==> src/hw/rtl/abtf_pkg.sv <==
`timescale 1ns / 1ps
// ----------------------------------------------------------------------------
// abtf_pkg: shared types and constants
// Request/result structs, mode and kind codes for the affine texel fetch.
// ----------------------------------------------------------------------------
package abtf_pkg;

  localparam int LinePixels = 256;
  localparam int FracBits   = 8;
  localparam int AccW       = 28;
  localparam int ColW       = 9;

  localparam logic [1:0] REQ_START = 2'd0;
  localparam logic [1:0] REQ_PIXEL = 2'd1;
  localparam logic [1:0] REQ_DATA  = 2'd2;
  localparam logic [1:0] REQ_RSVD  = 2'd3;

  localparam logic [2:0] KIND_ACK   = 3'd0;
  localparam logic [2:0] KIND_SKIP  = 3'd1;
  localparam logic [2:0] KIND_TRANS = 3'd2;
  localparam logic [2:0] KIND_READ  = 3'd3;
  localparam logic [2:0] KIND_OPAQ  = 3'd4;
  localparam logic [2:0] KIND_ERR   = 3'd5;

  localparam logic [2:0] MODE_AFFINE = 3'd0;
  localparam logic [2:0] MODE_EXT    = 3'd1;
  localparam logic [2:0] MODE_BMP8   = 3'd2;
  localparam logic [2:0] MODE_DIRECT = 3'd3;
  localparam logic [2:0] MODE_LARGE  = 3'd4;

  localparam logic [2:0] REG_MODE   = 3'd0;
  localparam logic [2:0] REG_SIZE   = 3'd1;
  localparam logic [2:0] REG_WRAP   = 3'd2;
  localparam logic [2:0] REG_MOSAIC = 3'd3;
  localparam logic [2:0] REG_MAP    = 3'd4;
  localparam logic [2:0] REG_TILE   = 3'd5;
  localparam logic [2:0] REG_STEPX  = 3'd6;
  localparam logic [2:0] REG_STEPY  = 3'd7;

  localparam logic [1:0] PH_IDLE  = 2'd0;
  localparam logic [1:0] PH_ENTRY = 2'd1;
  localparam logic [1:0] PH_DATA  = 2'd2;

  typedef struct packed {
    logic [1:0]         req_type;
    logic               in_window;
    logic signed [27:0] line_ref_x;
    logic signed [27:0] line_ref_y;
    logic [15:0]        read_data;
  } req_t;

  typedef struct packed {
    logic [2:0]  result_kind;
    logic [19:0] read_address;
    logic        read_halfword;
    logic [7:0]  pixel_x;
    logic [15:0] color_value;
    logic [3:0]  pal_num;
  } res_t;

  typedef struct packed {
    logic [2:0]         bg_mode;
    logic [1:0]         size_select;
    logic               wrap_enable;
    logic [3:0]         mosaic_minus_one;
    logic [18:0]        map_base;
    logic [18:0]        tile_base;
    logic signed [15:0] step_x;
    logic signed [15:0] step_y;
  } cfg_t;

  // Classified pixel work passed from front to back.
  typedef struct packed {
    logic [1:0]  op;      // REQ_* code
    logic        skip;    // pixel skipped (window, bounds or line end)
    logic        err;
    logic [7:0]  px;
    logic [10:0] tx;      // texel, already known in range
    logic [10:0] ty;
    logic [15:0] data;
  } work_t;

endpackage

==> src/hw/rtl/abtf_front.sv <==
`timescale 1ns / 1ps
// ----------------------------------------------------------------------------
// abtf_front: request intake and texel classification
// Holds the accumulators and column, turns each pixel into a texel position.
// ----------------------------------------------------------------------------
module abtf_front (
  input  logic           clk_i,
  input  logic           rst_ni,
  input  abtf_pkg::cfg_t cfg_i,
  input  logic           in_valid_i,
  input  abtf_pkg::req_t in_data_i,
  output logic           in_stall_o,
  output logic           wk_valid_o,
  output abtf_pkg::work_t wk_data_o,
  input  logic           wk_stall_i
);
  import abtf_pkg::*;

  logic [AccW-1:0] acc_x_q, acc_x_d, acc_y_q, acc_y_d;
  logic [ColW-1:0] col_q, col_d;
  logic            wv_q;
  work_t           wk_q, wk_d;
  logic            take;

  logic [10:0] w, h;
  logic        err, oob;
  logic signed [19:0] tx, ty;
  logic [4:0]  m;
  logic [3:0]  rem_q [16];
  logic [3:0]  rem_d [16];
  logic signed [20:0] mx, my;

  assign in_stall_o = wv_q & wk_stall_i;
  assign take = in_valid_i & ~in_stall_o;
  assign wk_valid_o = wv_q;
  assign wk_data_o = wk_q;

  always_comb begin
    w = 11'd128; h = 11'd128; err = 1'b0;
    if (cfg_i.bg_mode <= MODE_EXT) begin
      w = 11'd128 << cfg_i.size_select; h = w;
    end else if (cfg_i.bg_mode <= MODE_DIRECT) begin
      case (cfg_i.size_select)
        2'd0: begin w = 11'd128; h = 11'd128; end
        2'd1: begin w = 11'd256; h = 11'd256; end
        2'd2: begin w = 11'd512; h = 11'd256; end
        default: begin w = 11'd512; h = 11'd512; end
      endcase
    end else if (cfg_i.bg_mode == MODE_LARGE && !cfg_i.size_select[1]) begin
      w = cfg_i.size_select[0] ? 11'd1024 : 11'd512;
      h = cfg_i.size_select[0] ? 11'd512 : 11'd1024;
    end else begin
      err = 1'b1;
    end
    tx = 20'(signed'(acc_x_q) >>> FracBits);
    ty = 20'(signed'(acc_y_q) >>> FracBits);
    oob = tx[19] || ty[19] || (tx >= signed'({9'd0, w})) || (ty >= signed'({9'd0, h}));
  end

  // mosaic: rem_q[k] holds column mod (k+1) for every width, so no divider
  // is needed and a width change mid-line still lands on the right pixel
  assign m  = {1'b0, cfg_i.mosaic_minus_one} + 5'd1;
  assign mx = 21'(signed'({1'b0, m}) * cfg_i.step_x);
  assign my = 21'(signed'({1'b0, m}) * cfg_i.step_y);

  always_comb begin
    acc_x_d = acc_x_q; acc_y_d = acc_y_q; col_d = col_q; rem_d = rem_q;
    wk_d = wk_q;
    if (take) begin
      wk_d.op = in_data_i.req_type;
      wk_d.data = in_data_i.read_data;
      wk_d.skip = 1'b0; wk_d.err = 1'b0;
      wk_d.px = col_q[7:0];
      wk_d.tx = tx[10:0] & (cfg_i.wrap_enable ? w - 11'd1 : 11'h7FF);
      wk_d.ty = ty[10:0] & (cfg_i.wrap_enable ? h - 11'd1 : 11'h7FF);
      if (in_data_i.req_type == REQ_START) begin
        acc_x_d = in_data_i.line_ref_x; acc_y_d = in_data_i.line_ref_y;
        col_d = '0;
        for (int k = 0; k < 16; k++) rem_d[k] = 4'd0;
      end else if (in_data_i.req_type == REQ_PIXEL) begin
        if (col_q >= ColW'(LinePixels)) begin
          wk_d.skip = 1'b1;
        end else begin
          col_d = col_q + 1'b1;
          if (cfg_i.mosaic_minus_one == 4'd0) begin
            acc_x_d = acc_x_q + AccW'(cfg_i.step_x);
            acc_y_d = acc_y_q + AccW'(cfg_i.step_y);
          end else if (rem_q[cfg_i.mosaic_minus_one] == cfg_i.mosaic_minus_one) begin
            // new column is a multiple of the mosaic width
            acc_x_d = acc_x_q + AccW'(mx);
            acc_y_d = acc_y_q + AccW'(my);
          end
          for (int k = 0; k < 16; k++) begin
            rem_d[k] = (rem_q[k] == 4'(k)) ? 4'd0 : rem_q[k] + 4'd1;
          end
          wk_d.err = err;
          wk_d.skip = !in_data_i.in_window || (!cfg_i.wrap_enable && oob);
        end
      end
    end
  end

  always_ff @(posedge clk_i or negedge rst_ni) begin
    if (!rst_ni) begin
      acc_x_q <= '0; acc_y_q <= '0; col_q <= '0; wv_q <= 1'b0;
      for (int k = 0; k < 16; k++) rem_q[k] <= 4'd0;
    end else begin
      acc_x_q <= acc_x_d; acc_y_q <= acc_y_d; col_q <= col_d; rem_q <= rem_d;
      if (take) wv_q <= 1'b1;
      else if (!wk_stall_i) wv_q <= 1'b0;
    end
  end

  always_ff @(posedge clk_i) begin
    wk_q <= wk_d;
  end
endmodule

==> src/hw/rtl/abtf_back.sv <==
`timescale 1ns / 1ps
// ----------------------------------------------------------------------------
// abtf_back: address and pixel generation
// Tracks the fetch phase, forms read addresses and final pixel results.
// ----------------------------------------------------------------------------
module abtf_back (
  input  logic            clk_i,
  input  logic            rst_ni,
  input  abtf_pkg::cfg_t  cfg_i,
  input  logic            wk_valid_i,
  input  abtf_pkg::work_t wk_data_i,
  output logic            wk_stall_o,
  output logic            out_valid_o,
  output abtf_pkg::res_t  out_data_o,
  input  logic            out_stall_i
);
  import abtf_pkg::*;

  logic [1:0]  ph_q, ph_d;
  logic [9:0]  tx_q, ty_q;
  logic [3:0]  pal_q, pal_d;
  logic [7:0]  px_q;
  logic        ov_q;
  res_t        res_q, res_d;
  logic        take;
  logic [10:0] w;
  logic [19:0] lin;
  logic [9:0]  idx;
  logic [2:0]  fx, fy;

  assign wk_stall_o  = ov_q & out_stall_i;
  assign take        = wk_valid_i & ~wk_stall_o;
  assign out_valid_o = ov_q;
  assign out_data_o  = res_q;

  always_comb begin
    case (cfg_i.size_select)
      2'd0: w = 11'd128;
      2'd1: w = 11'd256;
      default: w = 11'd512;
    endcase
    if (cfg_i.bg_mode <= MODE_EXT) w = 11'd128 << cfg_i.size_select;
    if (cfg_i.bg_mode == MODE_LARGE) w = cfg_i.size_select[0] ? 11'd1024 : 11'd512;
  end

  // one multiply: row offset; width is a power of two so this is a shift
  assign lin = 20'(w * wk_data_i.ty[9:0]) + 20'(wk_data_i.tx[9:0]);

  always_comb begin
    fx = tx_q[2:0]; fy = ty_q[2:0];
    if (cfg_i.bg_mode == MODE_EXT) begin
      if (wk_data_i.data[11]) fy = 3'd7 - fy;
      if (wk_data_i.data[10]) fx = 3'd7 - fx;
      idx = wk_data_i.data[9:0];
    end else begin
      idx = {2'b0, wk_data_i.data[7:0]};
    end
  end

  always_comb begin
    ph_d = ph_q; pal_d = pal_q; res_d = '0;
    case (wk_data_i.op)
      REQ_START: ph_d = PH_IDLE;
      REQ_PIXEL: begin
        ph_d = PH_IDLE;
        res_d.pixel_x = wk_data_i.px;
        if (wk_data_i.err) res_d.result_kind = KIND_ERR;
        else if (wk_data_i.skip) res_d.result_kind = KIND_SKIP;
        else begin
          res_d.result_kind = KIND_READ;
          pal_d = '0;
          case (cfg_i.bg_mode)
            MODE_AFFINE: begin
              res_d.read_address = 20'(cfg_i.map_base)
                + 20'((w >> 3) * wk_data_i.ty[9:3]) + 20'(wk_data_i.tx[9:3]);
              ph_d = PH_ENTRY;
            end
            MODE_EXT: begin
              res_d.read_address = 20'(cfg_i.map_base)
                + 20'((w >> 2) * wk_data_i.ty[9:3]) + 20'({wk_data_i.tx[9:3], 1'b0});
              res_d.read_halfword = 1'b1; ph_d = PH_ENTRY;
            end
            MODE_BMP8: begin
              res_d.read_address = 20'(cfg_i.map_base) + lin; ph_d = PH_DATA;
            end
            MODE_DIRECT: begin
              res_d.read_address = 20'(cfg_i.map_base) + {lin[18:0], 1'b0};
              res_d.read_halfword = 1'b1; ph_d = PH_DATA;
            end
            default: begin
              res_d.read_address = lin; ph_d = PH_DATA;
            end
          endcase
        end
      end
      REQ_DATA: begin
        if (ph_q == PH_ENTRY) begin
          res_d.result_kind = KIND_READ;
          res_d.pixel_x = px_q;
          res_d.read_address = 20'(cfg_i.tile_base) + 20'({idx, 6'd0})
            + 20'({fy, fx});
          pal_d = (cfg_i.bg_mode == MODE_EXT) ? wk_data_i.data[15:12] : 4'd0;
          ph_d = PH_DATA;
        end else if (ph_q == PH_DATA) begin
          ph_d = PH_IDLE;
          res_d.pixel_x = px_q;
          if (cfg_i.bg_mode == MODE_DIRECT) begin
            if (!wk_data_i.data[15]) res_d.result_kind = KIND_TRANS;
            else begin
              res_d.result_kind = KIND_OPAQ; res_d.color_value = wk_data_i.data;
            end
          end else if (wk_data_i.data[7:0] == 8'd0) begin
            res_d.result_kind = KIND_TRANS;
          end else begin
            res_d.result_kind = KIND_OPAQ;
            res_d.color_value = {8'd0, wk_data_i.data[7:0]};
            res_d.pal_num = (cfg_i.bg_mode == MODE_EXT) ? pal_q : 4'd0;
          end
        end else begin
          res_d.result_kind = KIND_ACK;
        end
      end
      default: res_d.result_kind = KIND_ACK;
    endcase
  end

  always_ff @(posedge clk_i or negedge rst_ni) begin
    if (!rst_ni) begin
      ph_q <= PH_IDLE; pal_q <= '0; ov_q <= 1'b0;
      tx_q <= '0; ty_q <= '0; px_q <= '0;
    end else begin
      if (take) begin
        ph_q <= ph_d; pal_q <= pal_d; ov_q <= 1'b1;
        if (wk_data_i.op == REQ_PIXEL && ph_d != PH_IDLE) begin
          tx_q <= wk_data_i.tx[9:0]; ty_q <= wk_data_i.ty[9:0];
          px_q <= wk_data_i.px;
        end
      end else if (!out_stall_i) begin
        ov_q <= 1'b0;
      end
    end
  end

  always_ff @(posedge clk_i) begin
    if (take) res_q <= res_d;
  end
endmodule

==> src/hw/rtl/affine_background_texel_fetch.sv <==
`timescale 1ns / 1ps
// ----------------------------------------------------------------------------
// affine_background_texel_fetch: affine background fetch for one scanline
// Front classifies pixels against the background size, back issues reads.
// ----------------------------------------------------------------------------
// One request is accepted and one result leaves per cycle when neither side
// stalls. A start-line request loads the signed 20.8 reference point; each
// pixel request yields a skip, a size error or a video-memory read request;
// each data return yields the next read, the final pixel or an acknowledge.
// The front stage has one register (texel position, window and bounds check,
// accumulator step), the back stage one result register (phase tracking and
// address formation). The front register acts as the one-entry queue between
// the stages, so the back can stall without losing a classified request. The
// user must write configuration only while idle (not enforced here).
// ----------------------------------------------------------------------------
module affine_background_texel_fetch (
  input  logic           clk_i,
  input  logic           rst_ni,
  input  logic           in_valid_i,
  input  abtf_pkg::req_t in_data_i,
  output logic           in_stall_o,
  output logic           out_valid_o,
  output abtf_pkg::res_t out_data_o,
  input  logic           out_stall_i,
  input  logic           cfg_valid_i,
  input  logic [2:0]     cfg_index_i,
  input  logic [31:0]    cfg_data_i,
  output logic           cfg_ready_o
);
  import abtf_pkg::*;

  cfg_t  cfg_q;
  logic  wk_valid, wk_stall;
  work_t wk_data;

  assign cfg_ready_o = 1'b1;

  // register file
  always_ff @(posedge clk_i or negedge rst_ni) begin
    if (!rst_ni) begin
      cfg_q <= '{step_x: 16'sd256, default: '0};
    end else if (cfg_valid_i) begin
      case (cfg_index_i)
        REG_MODE:   cfg_q.bg_mode <= cfg_data_i[2:0];
        REG_SIZE:   cfg_q.size_select <= cfg_data_i[1:0];
        REG_WRAP:   cfg_q.wrap_enable <= cfg_data_i[0];
        REG_MOSAIC: cfg_q.mosaic_minus_one <= cfg_data_i[3:0];
        REG_MAP:    cfg_q.map_base <= cfg_data_i[18:0];
        REG_TILE:   cfg_q.tile_base <= cfg_data_i[18:0];
        REG_STEPX:  cfg_q.step_x <= cfg_data_i[15:0];
        REG_STEPY:  cfg_q.step_y <= cfg_data_i[15:0];
        default: ;
      endcase
    end
  end

  abtf_front u_front (
    .clk_i, .rst_ni, .cfg_i(cfg_q),
    .in_valid_i, .in_data_i, .in_stall_o,
    .wk_valid_o(wk_valid), .wk_data_o(wk_data), .wk_stall_i(wk_stall)
  );

  abtf_back u_back (
    .clk_i, .rst_ni, .cfg_i(cfg_q),
    .wk_valid_i(wk_valid), .wk_data_i(wk_data), .wk_stall_o(wk_stall),
    .out_valid_o, .out_data_o, .out_stall_i
  );
endmodule
==> config.mk <==
export PLATFORM = sky130hd
export DESIGN_NAME = affine_background_texel_fetch
export DESIGN_NICKNAME = d
export VERILOG_FILES = /design/src/hw/rtl/abtf_pkg.sv /design/src/hw/rtl/abtf_front.sv /design/src/hw/rtl/abtf_back.sv /design/src/hw/rtl/affine_background_texel_fetch.sv
export SDC_FILE = /design/constraint.sdc
export NUM_CORES = 1
export LEC_CHECK = 0
export BUFFER_PORTS_ARGS = -buffer_cell sky130_fd_sc_hd__buf_2
export CAP_MARGIN = 20
export CORE_MARGIN = 2
export CORE_UTILIZATION = 40
export DETAILED_ROUTE_END_ITERATION = 16
export PLACE_DENSITY = 0.62
export SKIP_LAST_GASP = 1
export SYNTH_ARGS = -nofsm -noshare
export SYNTH_HDL_FRONTEND = slang
export SYNTH_SLANG_ARGS = --single-unit
==> constraint.sdc <==
create_clock -name clk_i -period 20.6 [get_ports clk_i]
set_input_delay 4.12 -clock clk_i [delete_from_list [all_inputs] [get_ports clk_i]]
set_output_delay 4.12 -clock clk_i [all_outputs]
set_load 0.005 [all_outputs]
======== Word level (Yosys, flattened, before mapping) ========
Index checks and enable logic that the tools add are counted.
word-level totals
  bits in registers ....................... 331
  bits in latches ......................... 0
  memory bits (writable) .................. 0
  memory bits (read-only) ................. 0
  input bits .............................. 115
  output and inout port bits .............. 55
  memories ................................ 0
operators by class
  $add $sub $neg .......................... 35
  multipliers ............................. 5
  div/mod/pow operators ................... 0
  $lt $le $gt $ge ......................... 6
  eq/ne operators ......................... 40
  shift-type cells ........................ 1
  muxes and demuxes ....................... 93
  bitwise operators ....................... 14
  reductions and logical operators ........ 42
operators with widths
  operator             count
  $mux 28              11
  $mux 64              3
  $add 28x28->28       4
  $mux 11              10
  $mux 4               24
  $add 19x20->20       4
  $pmux 20 s4          1
  $add 4x1->4 const B  16
  $mul 6x16->21        2
  $mux 21              2
  $ge 20x12->1         2
  $pmux 10 s2          2
  $pmux 20 s2          1
  $eq 4x4->1 const B   8
  $mux 16              2
  $mux 10              3
  $mux 3               10
  $mux 9               3
  $add 19x16->20       1
  $add 20x10->20       1
  $add 20x6->20        1
  $add 20x7->20        1
  $add 20x8->20        1
  $and 10x10->10       2
  53 further kinds     121

======== Depth between registers and ports, before layout ========
Gate-level depths: netlist (run 1).
  depth in word-level cells ............... 11
  gate-level depth with buffers ........... 35
  depth with buffers taken out ............ 31

======== By module ========
From an unflattened synthesis (run 1), not the netlist that was laid out.
unflattened totals
  cell total of the unflattened synthesis .. 3,427
  area, all modules ....................... 31,214.9 µm²
by module, submodules not included
  module                         instances  cells an instance  area an instance (µm²)
  abtf_front                     1          1,982              17,194.0
  abtf_back                      1          1,266              10,909.2
  affine_background_texel_fetch  1          179                3,111.7

======== Worst setup path after synthesis (run 1) ========
OpenSTA, ideal clock, no wires.
  path kind ............................... input to output
  start point ............................. input out_stall_i
  end point ............................... output in_stall_o
  arrival time ............................ 4.297 ns
  slack ................................... 12.183 ns
  cell stages on the path ................. 2
  buffers on the path ..................... 0
  cells stage by stage .................... nand3_1 inv_1
on the way
  cells in the longest elaborated chain, start to end .. 2
ends and longest elaborated chain
  what         RTL line                             RTL
  from (decl)  affine_background_texel_fetch.sv:24  input logic out_stall_i,
  $and 1x1->1  abtf_back.sv:31                      assign wk_stall_o = ov_q & out_stall_i;
  $and 1x1->1  abtf_front.sv:33                     assign in_stall_o = wv_q & wk_stall_i;
  to (decl)    affine_background_texel_fetch.sv:21  output logic in_stall_o,
Every way passes these cells.

======== Final worst setup path (run 1) ========
  start point ............................. register cfg_q[71] (netlist bit)
  end point ............................... register u_front.acc_y_q[27]
on the way
  cells in the longest elaborated chain, start to end .. 8
  elaborated cells between the ends (all ways) .. 16
ends and longest elaborated chain
  what                  RTL line                             RTL
  from (decl)           affine_background_texel_fetch.sv:32  cfg_t cfg_q;
  $add 4x1->5           abtf_front.sv:62                     assign m = {1'b0, cfg_i.mosaic_minus_one} + 5'd1;
  $mul 6x16->21         abtf_front.sv:64                     assign my = 21'(signed'({1'b0, m}) * cfg_i.step_y);
  $add 28x28->28        abtf_front.sv:91                     acc_y_d = acc_y_q + AccW'(my);
  $mux 28               abtf_front.sv:88                     end else if (rem_q[cfg_i.mosaic_minus_one] == cfg_i.mosaic_minus_one) begin
  $mux 28               abtf_front.sv:85                     if (cfg_i.mosaic_minus_one == 4'd0) begin
  $mux 28               abtf_front.sv:81                     if (col_q >= ColW'(LinePixels)) begin
  $mux 28               abtf_front.sv:80                     end else if (in_data_i.req_type == REQ_PIXEL) begin
  $mux 28               abtf_front.sv:76                     if (in_data_i.req_type == REQ_START) begin
  to (signal assigned)  abtf_front.sv:105                    acc_x_q <= '0; acc_y_q <= '0; col_q <= '0; wv_q <= 1'b0;
  to (signal assigned)  abtf_front.sv:108                    acc_x_q <= acc_x_d; acc_y_q <= acc_y_d; col_q <= col_d; rem_q <= rem_d;
  to (decl)             abtf_front.sv:19                     logic [AccW-1:0] acc_x_q, acc_x_d, acc_y_q, acc_y_d;
Parallel ways exist; a longest one is shown, timed or not. The select of a mux whose other input is x is not followed.
A chain may end at the register's enable or synchronous reset.

==> metrics.md, run 1 <==
| Metric | Value |
|---|---|
| Outcome | `finished clean` |
| Fin cells | `approximately 4500` |
| Syn Nets | `3933` |
| Crit. End Element | `flip-flop` |
| RR Endpoint | `u_front.acc_y_q[27]` |
| Final min period | `8.68 ns` |
| Critical-path maximum fanout | `32` |
| Post-CTS Hold Buffers | `0` |
| Synth top area share | `19.1%` |
| Fin. max-slew vios | `0` |
| DIE AREA | `0.0776 sq mm` |
| Final Hold Fails | `0` |
| Initial antenna violation count | `10` |
| Most used cell, CP | `o21ai_0` |
| Hold depth | `1` |
| Layout cells sized above 1 | `roughly 11%` |
| Reg-to-reg startpoint | `cfg_q[71]` |
| Routability cong. | `between 0.8 and 0.9` |
| Die height | `around 280 um` |
| Post-cts resize count | `0` |
| H-tree depth | `2` |
| Number of global-route vias before repair | `23583` |
| R2R setup slack | `around 12 ns` |
| Layout area overhead | `11.2%` |
| Grt ovf | `0` |
| Final Cycle Share | `42.1%` |
| Cells after synthesis | `around 3300` |
| Finish-stage setup viols | `0` |
| Setup CP Type | `flip-flop to flip-flop` |
| Post-DP HPWL | `just over 60000 um` |
| Max Cap Viol | `0` |
| CTS clock-pin slew for the worst setup and hold paths | `roughly 0.06 ns` |
| First-pass DRT Iterations | `5` |
| CTS buffer count | `44` |
| Vias per std cell | `5.48` |
| Sequential fraction of the synthesis area | `between 20% and 30%` |
| Number of synthesized flops with an enable pin | `100` |
| Net count, final | `around 4000` |
| Required @ worst endpoint | `~21 ns` |
| Clock Path Buffers | `3` |
| # IOs | `170` |
| Largest net degree at the start of global routing | `approximately 110` |
| CTS tree | `built` |
| Top_reg_cell synth | `dfrtp_1` |
| First-pass GRT wire length | `132000 um` |
| Gr usage total | `between 20% and 30%` |
| Worst Path Arrival | `a little over 9 ns` |
| Fmax | `about 120 MHz` |
| Worst slew pin tran | `just over 1 ns` |
| Starting Density | `40.4%` |
| DR iter-0 viols | `1496` |
| Worst Setup Start Kind | `flip-flop` |
| Clock skew | `0.0147 ns` |
| Worst min path class | `flip-flop to flip-flop` |
| Post-CTS setup repair buffer count | `0` |
| RSZ-0062 raised after global routing | `false` |
| DP Worst Slack | `~12 ns` |
| Hold_sp | `u_front.wk_valid_o` |
| TritonCTS Sinks | `between 300 and 400` |
| Root Driver | `clkbuf_16` |
| Asr flop ratio synth | `a little over two thirds` |
| Clock latency on the worst-skew pair | `a little under 0.6 ns` |
| Dpl cells | `roughly 4400` |
| FF+latch count, synth | `~330` |
| Die W | `~280 um` |
| Rel. slew slack | `32.6%` |
| Post-DRT Antenna Nets | `0` |
| Hold Crit Endpoint | `u_back.out_valid_o` |
| Total number of vias | `around 25000` |
| Post-Synthesis Cell Area | `0.0302 sq mm` |
| Syn avg cell area | `9.03 sq um` |
| Synth warn | `0` |
| Total wire length | `roughly 83000 um` |
| Setup TNS | `0 ns` |
| Netlist cell types | `90` |
| Site row count | `100` |
| Largest area contributor in the netlist | `dfrtp_1` |
| Worst R2R Path Depth | `28` |
| Delay of the slowest critical-path stage | `roughly 0.76 ns` |
| Core area | `around 0.075 sq mm` |
| CP max stage cell | `dfrtp_1` |
| Wire per inst | `~19 um` |
| Final worst slack | `11.92 ns` |
| Largest cells by area after synthesis | `dfrtp_1 (19%), ha_1 (14%), edfxtp_1 (10%), fa_1 (8.6%), nand2_1 (4.4%)` |
| Port bufs | `between 150 and 200` |
| DRC errors left | `0` |
registers in the layout, indices dropped and copies added (netlist names):
name / cells
u_back.px_q: 8
u_front.rem_q: 64
cfg_q: 80
u_back.tx_q: 3
u_front.acc_y_q: 28
u_back.out_data_o: 52
u_front.acc_x_q: 28
u_front.wk_data_o: 48
u_back.out_valid_o: 1
u_front.wk_valid_o: 1
u_back.ty_q: 3
u_back.pal_q: 4
u_front.col_q: 9
u_back.ph_q: 2
synthesized netlist by cell type, types with 11 or more instances:
| cell | instances |
|---|---|
| nand4_1 | 23 |
| nor3_1 | 65 |
| a22oi_1 | 12 |
| nor3b_1 | 13 |
| xnor2_1 | 96 |
| a31oi_1 | 48 |
| inv_1 | 314 |
| buf_2 | 11 |
| a211oi_1 | 35 |
| o21bai_1 | 12 |
| mux2_2 | 94 |
| dfrtp_1 | 230 |
| o211ai_1 | 20 |
| o21ai_0 | 203 |
| and3_1 | 29 |
| a21o_1 | 59 |
| xor2_1 | 60 |
| nand3_1 | 77 |
| edfxtp_1 | 100 |
| nor4_1 | 12 |
| o31ai_1 | 19 |
| mux4_2 | 12 |
| nand2b_1 | 29 |
| mux2i_1 | 19 |
| or3_1 | 21 |
| and2_1 | 100 |
| fa_1 | 130 |
| clkbuf_1 | 84 |
| o21a_1 | 37 |
| ha_1 | 348 |
| a21oi_1 | 211 |
| nand2_1 | 354 |
| nor2b_1 | 71 |
| nor2_1 | 220 |
cell usage in the layout (no fill, tap or decap), drive strengths merged, types with 29 or more instances in the layout:
master / count
fa: 130
and2: 102
nor2b: 71
nor2: 220
o21ai: 213
mux2: 95
nand2b: 29
ha: 348
nand2: 354
edfxtp: 100
nand3: 77
clkbuf: 60
buf: 191
a21o: 59
a31oi: 48
o21a: 37
inv: 315
dfrtp: 230
nor3: 65
and3: 29
a21oi: 213
xor2: 60
xnor2: 96
a211oi: 35
worst max-delay path by stage:
stage,startpoint,to,cells past startpoint
floorplan,out_stall_i,in_stall_o,2
global placement,out_stall_i,in_stall_o,4
detailed placement,out_stall_i,in_stall_o,4
CTS,out_stall_i,in_stall_o,4
global route,cfg_q[70],u_front.acc_y_q[27],29
finish,cfg_q[71],u_front.acc_y_q[27],28
layer usage:
metal | vias to the layer above | wire length, um | GRT usage, %
met2 | 536 | 38000 | 34.9
met1 | 11872 | 37900 | 29.1
li1 | 11992 | - | -
met5 | - | 63 | 0
met4 | 10 | 2350 | 6.77
met3 | 127 | 4810 | 3.79
layout make-up:
class / instances / area, sq um
inverter: 316 / 1190
antenna: 7 / 17.5
clock buffer: 60 / 1230
fill: 7315 / 41000
clock inverter: 22 / 255
tap: 969 / 1210
multi-input combinational: 2584 / 19800
sequential: 331 / 8780
timing repair buffer: 191 / 1080
per-stage QoR:
stage | util, % | area [sq um] | hold slack, ns
final | 45.0 | 33600 | 0.478
after detailed placement | 42.9 | 32000 | 0.468
after global routing | 45.0 | 33500 | 0.494
after floorplan | - | 30200 | 0.442
after global placement | 42.9 | 32000 | 0.454
after CTS | 44.9 | 33500 | 0.485
cell families after synthesis:
family / share of synthesized area [%]
fa+ha+maj: 23.1
xor+xnor: 4.53
flops: 29.1
compound gates: 16.2
simple gates: 16.5
mux: 5.07
buf+inv: 5.42
other cells: 0.0124
worst max-delay path, delay by kind of cell, from the launching register on:
family          cells  cell delay (ns)
mux                 1             0.30
simple gates        5             1.18
xor+xnor            1             0.47
compound gates     11             2.60
buf+inv             4             0.67
flops               1             0.76
fa+ha+maj           6             2.54
Power of run 1 is left out: the tool's default activity adds up to more than one toggle a clock period on the data nets, which glitch-free logic cannot reach.
==> run 2: changes to the inputs <==
--- a/config.mk
+++ b/config.mk
@@ -10,7 +10,7 @@
 export CORE_MARGIN = 2
 export CORE_UTILIZATION = 40
 export DETAILED_ROUTE_END_ITERATION = 16
-export PLACE_DENSITY = 0.62
+export PLACE_DENSITY = 0.64
 export SKIP_LAST_GASP = 1
 export SYNTH_ARGS = -nofsm -noshare
 export SYNTH_HDL_FRONTEND = slang
==> constraint.sdc (replaced) <==
create_clock -name clk_i -period 7.5 [get_ports clk_i]
set_input_delay 1.5 -clock clk_i [delete_from_list [all_inputs] [get_ports clk_i]]
set_output_delay 1.5 -clock clk_i [all_outputs]
set_load 0.005 [all_outputs]
==> run 2 against run 1 <==
- die area unchanged
- flip-flop and latch count did not move
- wire length is 0.19% higher
- worst hold slack worse by 0.011 ns
- critical endpoint is now u_back.out_data_o[47]
- utilization is 0.66 points higher
- setup slack got worse by 12 ns
==> metrics.md, run 2 (synthesized netlist as in run 1, its figures left out) <==
| Metric | Value |
|---|---|
| Grt ovf | `0 (unchanged)` |
| H-tree depth | `2 (unchanged)` |
| Area of the multi-input gates | `0.0198 sq mm (about the same)` |
| Vias per std cell | `5.44 (was 5.48)` |
| DIE AREA | `0.0776 sq mm (unchanged)` |
| Finish-stage setup viols | `0 (unchanged)` |
| R2R setup slack | `0.38 ns (was 11.92 ns)` |
| Initial antenna violation count | `6 (was 10)` |
| Most used routing layer | `met2 (unchanged)` |
| First-pass DRT Iterations | `5 (unchanged)` |
| Starting Density | `40.4% (unchanged)` |
| Clock Path Buffers | `3 (unchanged)` |
| Required @ worst endpoint | `7.84 ns (was 21.09 ns)` |
| Final min period | `7.12 ns (was 8.68 ns)` |
| Fin. max-slew vios | `0 (unchanged)` |
| Total wire length | `83300 um (was 83100 um)` |
| Net count, final | `4110 (was 4061)` |
| Hold_ws | `0.467 ns (was 0.478 ns)` |
| Total number of vias | `24606 (was 24537)` |
| DRC errors left | `0 (unchanged)` |
| Setup CP Type | `flip-flop to flip-flop (unchanged)` |
| Largest net degree at the start of global routing | `155 (was 112)` |
| Crit. End Element | `flip-flop (unchanged)` |
| Routability cong. | `0.913 (was 0.864)` |
| Worst Path Arrival | `7.46 ns (was 9.17 ns)` |
| Critical-path maximum fanout | `9 (was 32)` |
| Post-DP HPWL | `63300 um (was 62300 um)` |
| Post-DRT Antenna Nets | `0 (unchanged)` |
| Clock skew | `0.0205 ns (was 0.0147 ns)` |
| FF+latch area | `0.00878 sq mm (unchanged)` |
| Final Hold Fails | `0 (unchanged)` |
| # IOs | `170 (unchanged)` |
| Worst slew pin tran | `0.997 ns (was 1.01 ns)` |
| Max Cap Viol | `0 (unchanged)` |
| Fill cells | `7225 (was 7315)` |
| Outcome | `finished clean (unchanged)` |
| Reg-to-reg startpoint | `cfg_q[75] (was cfg_q[71])` |
| RR Endpoint | `u_back.out_data_o[47] (was u_front.acc_y_q[27])` |
| Reg with most FFs | `cfg_q (unchanged)` |
| Hold depth | `2 (was 1)` |
| DR iter-0 viols | `1397 (was 1496)` |
| Most common cell after layout, fill and taps aside | `nand2_1 (unchanged)` |
| CTS tree | `built (unchanged)` |
| First-pass GRT wire length | `132000 um (about the same)` |
| Wire per inst | `18.4 um (was 18.6 um)` |
| Worst Setup Start Kind | `flip-flop (unchanged)` |
| Gr usage total | `21.5% (about the same)` |
| Most frequent cells in the layout | `nand2_1 (353), ha_1 (347), inv_1 (312) (was nand2_1 (353), ha_1 (348), inv_1 (313))` |
| Die W | `279 um (unchanged)` |
| TritonCTS Sinks | `331 (unchanged)` |
| RSZ-0062 raised after global routing | `true (was false)` |
| Layout cells sized above 1 | `12.7% (was 11.1%)` |
| Fmax | `140 MHz (was 115 MHz)` |
| Rel. slew slack | `33.2% (was 32.6%)` |
| Met3 Track Usage GR | `3.54% (was 3.79%)` |
| Post-CTS Hold Buffers | `0 (unchanged)` |
| Worst min path class | `flip-flop to flip-flop (unchanged)` |
| Hold Crit Endpoint | `u_back.pal_q[1] (was u_back.out_valid_o)` |
| CTS buffer count | `44 (unchanged)` |
| Core area | `0.0746 sq mm (unchanged)` |
| Clock latency on the worst-skew pair | `0.60 ns (was 0.59 ns)` |
| Max FFs per register | `80 (unchanged)` |
| Layout area overhead | `12.9% (was 11.2%)` |
| Worst R2R Path Depth | `27 (was 28)` |
| Grt met1 use | `29.1% (about the same)` |
| CTS clock-pin slew for the worst setup and hold paths | `0.06 ns (about the same)` |
| Number of global-route vias before repair | `23788 (was 23583)` |
| Root Driver | `clkbuf_16 (unchanged)` |
| Port bufs | `155 (unchanged)` |
| Final Cycle Share | `95.0% (was 42.1%)` |
| GRT met2 Usage | `35.0% (was 34.9%)` |
| Site row count | `100 (unchanged)` |
| Hold_sp | `u_back.pal_q[1] (was u_front.wk_valid_o)` |
| Die height | `279 um (unchanged)` |
run 2: cell count changes in the layout (fill, tap and decap cells not counted), sizes merged:
cell      previous run  this run
buf                191       240
clkinv              19        11
diode                7         2
inv                315       320
clkinvlp             0         2
clkbuf              60        61
run 2: final cells by class:
type	count	share of cell area (%)
Sequential cell	331	25.8
Timing Repair Buffer	240	4.40
Tap cell	969	3.56
Clock buffer	61	3.60
Multi-Input combinational cell	2584	58.3
Clock inverter	21	0.856
Antenna cell	2	0.0147
Inverter	316	3.48
run 2: how the worst max path moves through the flow:
stage          startpoint               endpoint  slack [ns]  cells past startpoint
2_1_floorplan   cfg_q[70]    u_front.acc_y_q[27]        0.02                     31
3_3_place_gp    cfg_q[71]    u_front.acc_y_q[27]        0.21                     28
3_5_place_dp    cfg_q[71]    u_front.acc_y_q[27]        0.17                     30
4_1_cts         cfg_q[71]    u_front.acc_y_q[27]        0.08                     28
5_1_grt         cfg_q[71]    u_front.acc_y_q[27]      -0.005                     28
6_report        cfg_q[75]  u_back.out_data_o[47]        0.38                     27
run 2: timing repair:
item	in CTS	in global routing
endpoints found under the setup margin	0	16
buffers inserted	0	1
resized for setup	0	20
run 2: per-layer routing:
| metal | routed length (um) | part of all wire (%) | up-vias |
|---|---|---|---|
| met5 | 49 | 0.059 | - |
| met4 | 2540 | 3.0 | 8 |
| met3 | 4610 | 5.5 | 130 |
| met2 | 38100 | 46 | 526 |
| met1 | 37900 | 46 | 11845 |
| li1 | - | - | 12097 |
run 2: critical path, stage by stage, from the launching register on:
cell and delay, ns:
dfrtp_1 0.39, buf_4 0.16, ha_1 0.22, nor2_1 0.13, nor3_1 0.07, a21oi_1 0.20, buf_4 0.20, and2_1 0.16
fa_1 0.42, ha_1 0.32, ha_1 0.32, fa_1 0.49, ha_1 0.30, ha_1 0.35, or3_1 0.37, o21ai_0 0.08
a21oi_1 0.09, maj3_1 0.38, a21oi_1 0.18, xnor2_1 0.27, inv_1 0.09, ha_1 0.33, nand2b_1 0.11, o22a_1 0.14
nor2_1 0.04, a2111oi_0 0.41, o211ai_1 0.22, a221o_1 0.38
run 2: through the flow:
stage / std cells / setup slack (ns) / TNS [ns] / area (sq um) / util (%)
6_report: 4524 / 0.378 / 0 / 34000 / 45.7
4_1_cts: 4520 / 0.0772 / 0 / 34000 / 45.5
3_5_place_dp: 4438 / 0.172 / 0 / 32400 / 43.5
5_1_grt: 4523 / -0.00498 / -0.00498 / 34000 / 45.7
3_3_place_gp: 4438 / 0.209 / 0 / 32400 / 43.5
2_1_floorplan: 3340 / 0.0228 / 0 / 30200 / -
Power of run 2 is left out for the same reason.
==> run 3: changes to the inputs <==
--- a/config.mk
+++ b/config.mk
@@ -5,12 +5,13 @@
 export SDC_FILE = /design/constraint.sdc
 export NUM_CORES = 1
 export LEC_CHECK = 0
-export BUFFER_PORTS_ARGS = -buffer_cell sky130_fd_sc_hd__buf_2
 export CAP_MARGIN = 20
 export CORE_MARGIN = 2
 export CORE_UTILIZATION = 40
+export CTS_BUF_LIST = sky130_fd_sc_hd__clkbuf_4 sky130_fd_sc_hd__clkbuf_8 sky130_fd_sc_hd__clkbuf_16
 export DETAILED_ROUTE_END_ITERATION = 16
-export PLACE_DENSITY = 0.64
+export DONT_BUFFER_PORTS = 1
+export PLACE_DENSITY = 0.62
 export SKIP_LAST_GASP = 1
 export SYNTH_ARGS = -nofsm -noshare
 export SYNTH_HDL_FRONTEND = slang
==> run 3 against run 2 <==
- setup slack better by 0.025 ns
- first-iteration DRC count is 5.7% higher
- register-to-register slack better by 0.02 ns
- count of clock-buffer cells in the layout is 2 lower
- critical endpoint is now u_front.acc_y_q[27]
- wire length is 0.39% lower
- flip-flop and latch count stayed put
- utilization is 1.1 points lower
- critical path depth is 5 higher
==> metrics.md, run 3 (synthesized netlist as in run 1, its figures left out) <==
| Metric | Value |
|---|---|
| Layout cells sized above 1 | `8.97% (was 12.7%)` |
| Rel. slew slack | `32.1% (was 33.2%)` |
| Gr usage total | `21.5% (about the same)` |
| Final min period | `7.10 ns (was 7.12 ns)` |
| Clock skew | `0.0337 ns (was 0.0205 ns)` |
| Hold_sp | `u_front.wk_valid_o (was u_back.pal_q[1])` |
| Routability cong. | `0.898 (was 0.913)` |
| Post-DP HPWL | `62800 um (was 63300 um)` |
| Vias per std cell | `5.49 (was 5.44)` |
| Critical-path maximum fanout | `6 (was 9)` |
| Delay of the slowest critical-path stage | `0.54 ns (was 0.49 ns)` |
| Finish-stage setup viols | `0 (unchanged)` |
| CTS tree | `built (unchanged)` |
| First-pass GRT wire length | `132000 um (about the same)` |
| Outcome | `finished clean (unchanged)` |
| Max FFs per register | `80 (unchanged)` |
| Wire per inst | `19.0 um (was 18.4 um)` |
| Worst Path Arrival | `7.58 ns (was 7.46 ns)` |
| RR Endpoint | `u_front.acc_y_q[27] (was u_back.out_data_o[47])` |
| Fmax | `141 MHz (was 140 MHz)` |
| Largest net degree at the start of global routing | `232 (was 155)` |
| Number of global-route vias before repair | `23384 (was 23788)` |
| Initial antenna violation count | `5 (was 6)` |
| Net count, final | `3949 (was 4110)` |
| Total number of vias | `23964 (was 24606)` |
| DRC errors left | `0 (unchanged)` |
| Final Cycle Share | `94.6% (was 95.0%)` |
| Layout area overhead | `10.3% (was 12.9%)` |
| Fin. max-slew vios | `0 (unchanged)` |
| Setup CP Type | `flip-flop to flip-flop (unchanged)` |
| DIE AREA | `0.0776 sq mm (unchanged)` |
| Design Area, Final | `0.0333 sq mm (was 0.0340 sq mm)` |
| # IOs | `170 (unchanged)` |
| Most frequent cells in the layout | `nand2_1 (353), ha_1 (346), inv_1 (313) (was nand2_1 (353), ha_1 (347), inv_1 (312))` |
| RSZ-0062 raised after global routing | `true (unchanged)` |
| Reg with most FFs | `cfg_q (unchanged)` |
| H-tree depth | `2 (unchanged)` |
| Die height | `279 um (unchanged)` |
| Grt ovf | `0 (unchanged)` |
| Worst slew pin tran | `1.02 ns (was 0.997 ns)` |
| Crit path launch | `cfg_q[70] (was cfg_q[75])` |
| CTS clock-pin slew for the worst setup and hold paths | `0.06 ns (about the same)` |
| First-pass DRT Iterations | `5 (unchanged)` |
| Post-DRT Antenna Nets | `0 (unchanged)` |
| DR iter-0 viols | `1477 (was 1397)` |
| TritonCTS Sinks | `331 (unchanged)` |
| Crit. End Element | `flip-flop (unchanged)` |
| Max Cap Viol | `0 (unchanged)` |
| Port bufs | `0 (was 155)` |
| Reg-to-reg startpoint | `cfg_q[70] (was cfg_q[75])` |
| Worst min path class | `flip-flop to flip-flop (unchanged)` |
| Total wire length | `83000 um (was 83300 um)` |
| R2R setup slack | `0.40 ns (was 0.38 ns)` |
| Area post-placement | `0.0316 sq mm (was 0.0324 sq mm)` |
| Most common cell after layout, fill and taps aside | `nand2_1 (unchanged)` |
| Worst Setup Start Kind | `flip-flop (unchanged)` |
| Final Hold Fails | `0 (unchanged)` |
| Required @ worst endpoint | `7.98 ns (was 7.84 ns)` |
| Core area | `0.0746 sq mm (unchanged)` |
| Starting Density | `40.4% (unchanged)` |
| Site row count | `100 (unchanged)` |
| Worst R2R Path Depth | `32 (was 27)` |
| CTS buffer count | `42 (was 44)` |
| Clock latency on the worst-skew pair | `0.60 ns (about the same)` |
| CP max stage cell | `fa_1 (unchanged)` |
| Die W | `279 um (unchanged)` |
| Root Driver | `clkbuf_16 (unchanged)` |
| Clock Path Buffers | `3 (unchanged)` |
| Hold Crit Endpoint | `u_back.out_valid_o (was u_back.pal_q[1])` |
| Hold depth | `1 (was 2)` |
| Post-CTS Hold Buffers | `0 (unchanged)` |
[run 3: changes by cell type in the layout (fill, tap and decap cells not counted), moves of 5 or more]
cell | before | now
buf_2 | 154 | 0
buf_4 | 78 | 73
clkbuf_1 | 11 | 0
clkbuf_4 | 0 | 11
diode_2 | 2 | 10
[run 3: cell type report]
type / count / area, sq um
repair buffers: 81 / 677
diodes: 10 / 25.0
multi-input cells: 2584 / 19900
well taps: 969 / 1210
clock buffers: 59 / 1220
flip-flops and latches: 331 / 8790
fillers: 7314 / 41300
inverters: 316 / 1190
clock inverters: 18 / 248
[run 3: what timing repair did]
| item | 4_1_cts | 5_1_grt |
|---|---|---|
| setup buffers | 0 | 3 |
| gates resized for setup | 0 | 36 |
| setup endpoints to repair | 0 | 16 |
[run 3: worst max path at each step]
stage,end,slack (ns)
after CTS,u_front.acc_y_q[27],0.001
final,u_front.acc_y_q[27],0.40
after detailed placement,u_front.acc_y_q[27],0.04
after floorplan,u_front.acc_y_q[27],0.02
after global placement,u_front.acc_y_q[27],0.07
after global routing,u_front.acc_y_q[27],-0.01
[run 3: per-layer routing]
metal / wire length [um] / part of all wire [%] / track usage, %
met1: 38100 / 46 / 29.3
met2: 38600 / 47 / 35.7
met3: 4230 / 5.1 / 3.22
met4: 2020 / 2.4 / 5.89
met5: 0 / 0 / 0
[run 3: critical path: cells and delay by family (launching register included)]
family | cells | cell delay, ns
AO/OA/AOI/OAI | 15 | 2.59
adder cells (fa/ha/maj) | 6 | 2.19
AND/OR/NAND/NOR | 5 | 0.64
flip-flops | 1 | 0.45
buffers and inverters | 4 | 0.44
multiplexers | 1 | 0.36
XOR/XNOR | 1 | 0.32
[run 3: per-stage QoR]
step	hold WS [ns]	worst slack [ns]	util (%)	std cells	setup TNS, ns
after floorplan	0.442	0.0228	-	3340	0
after global placement	0.454	0.0737	42.4	4278	0
after detailed placement	0.463	0.0421	42.4	4278	0
after CTS	0.458	0.000971	44.3	4355	0
after global routing	0.507	-0.0110	44.6	4361	-0.0145
final	0.458	0.402	44.6	4368	0
Power of run 3 is left out for the same reason.
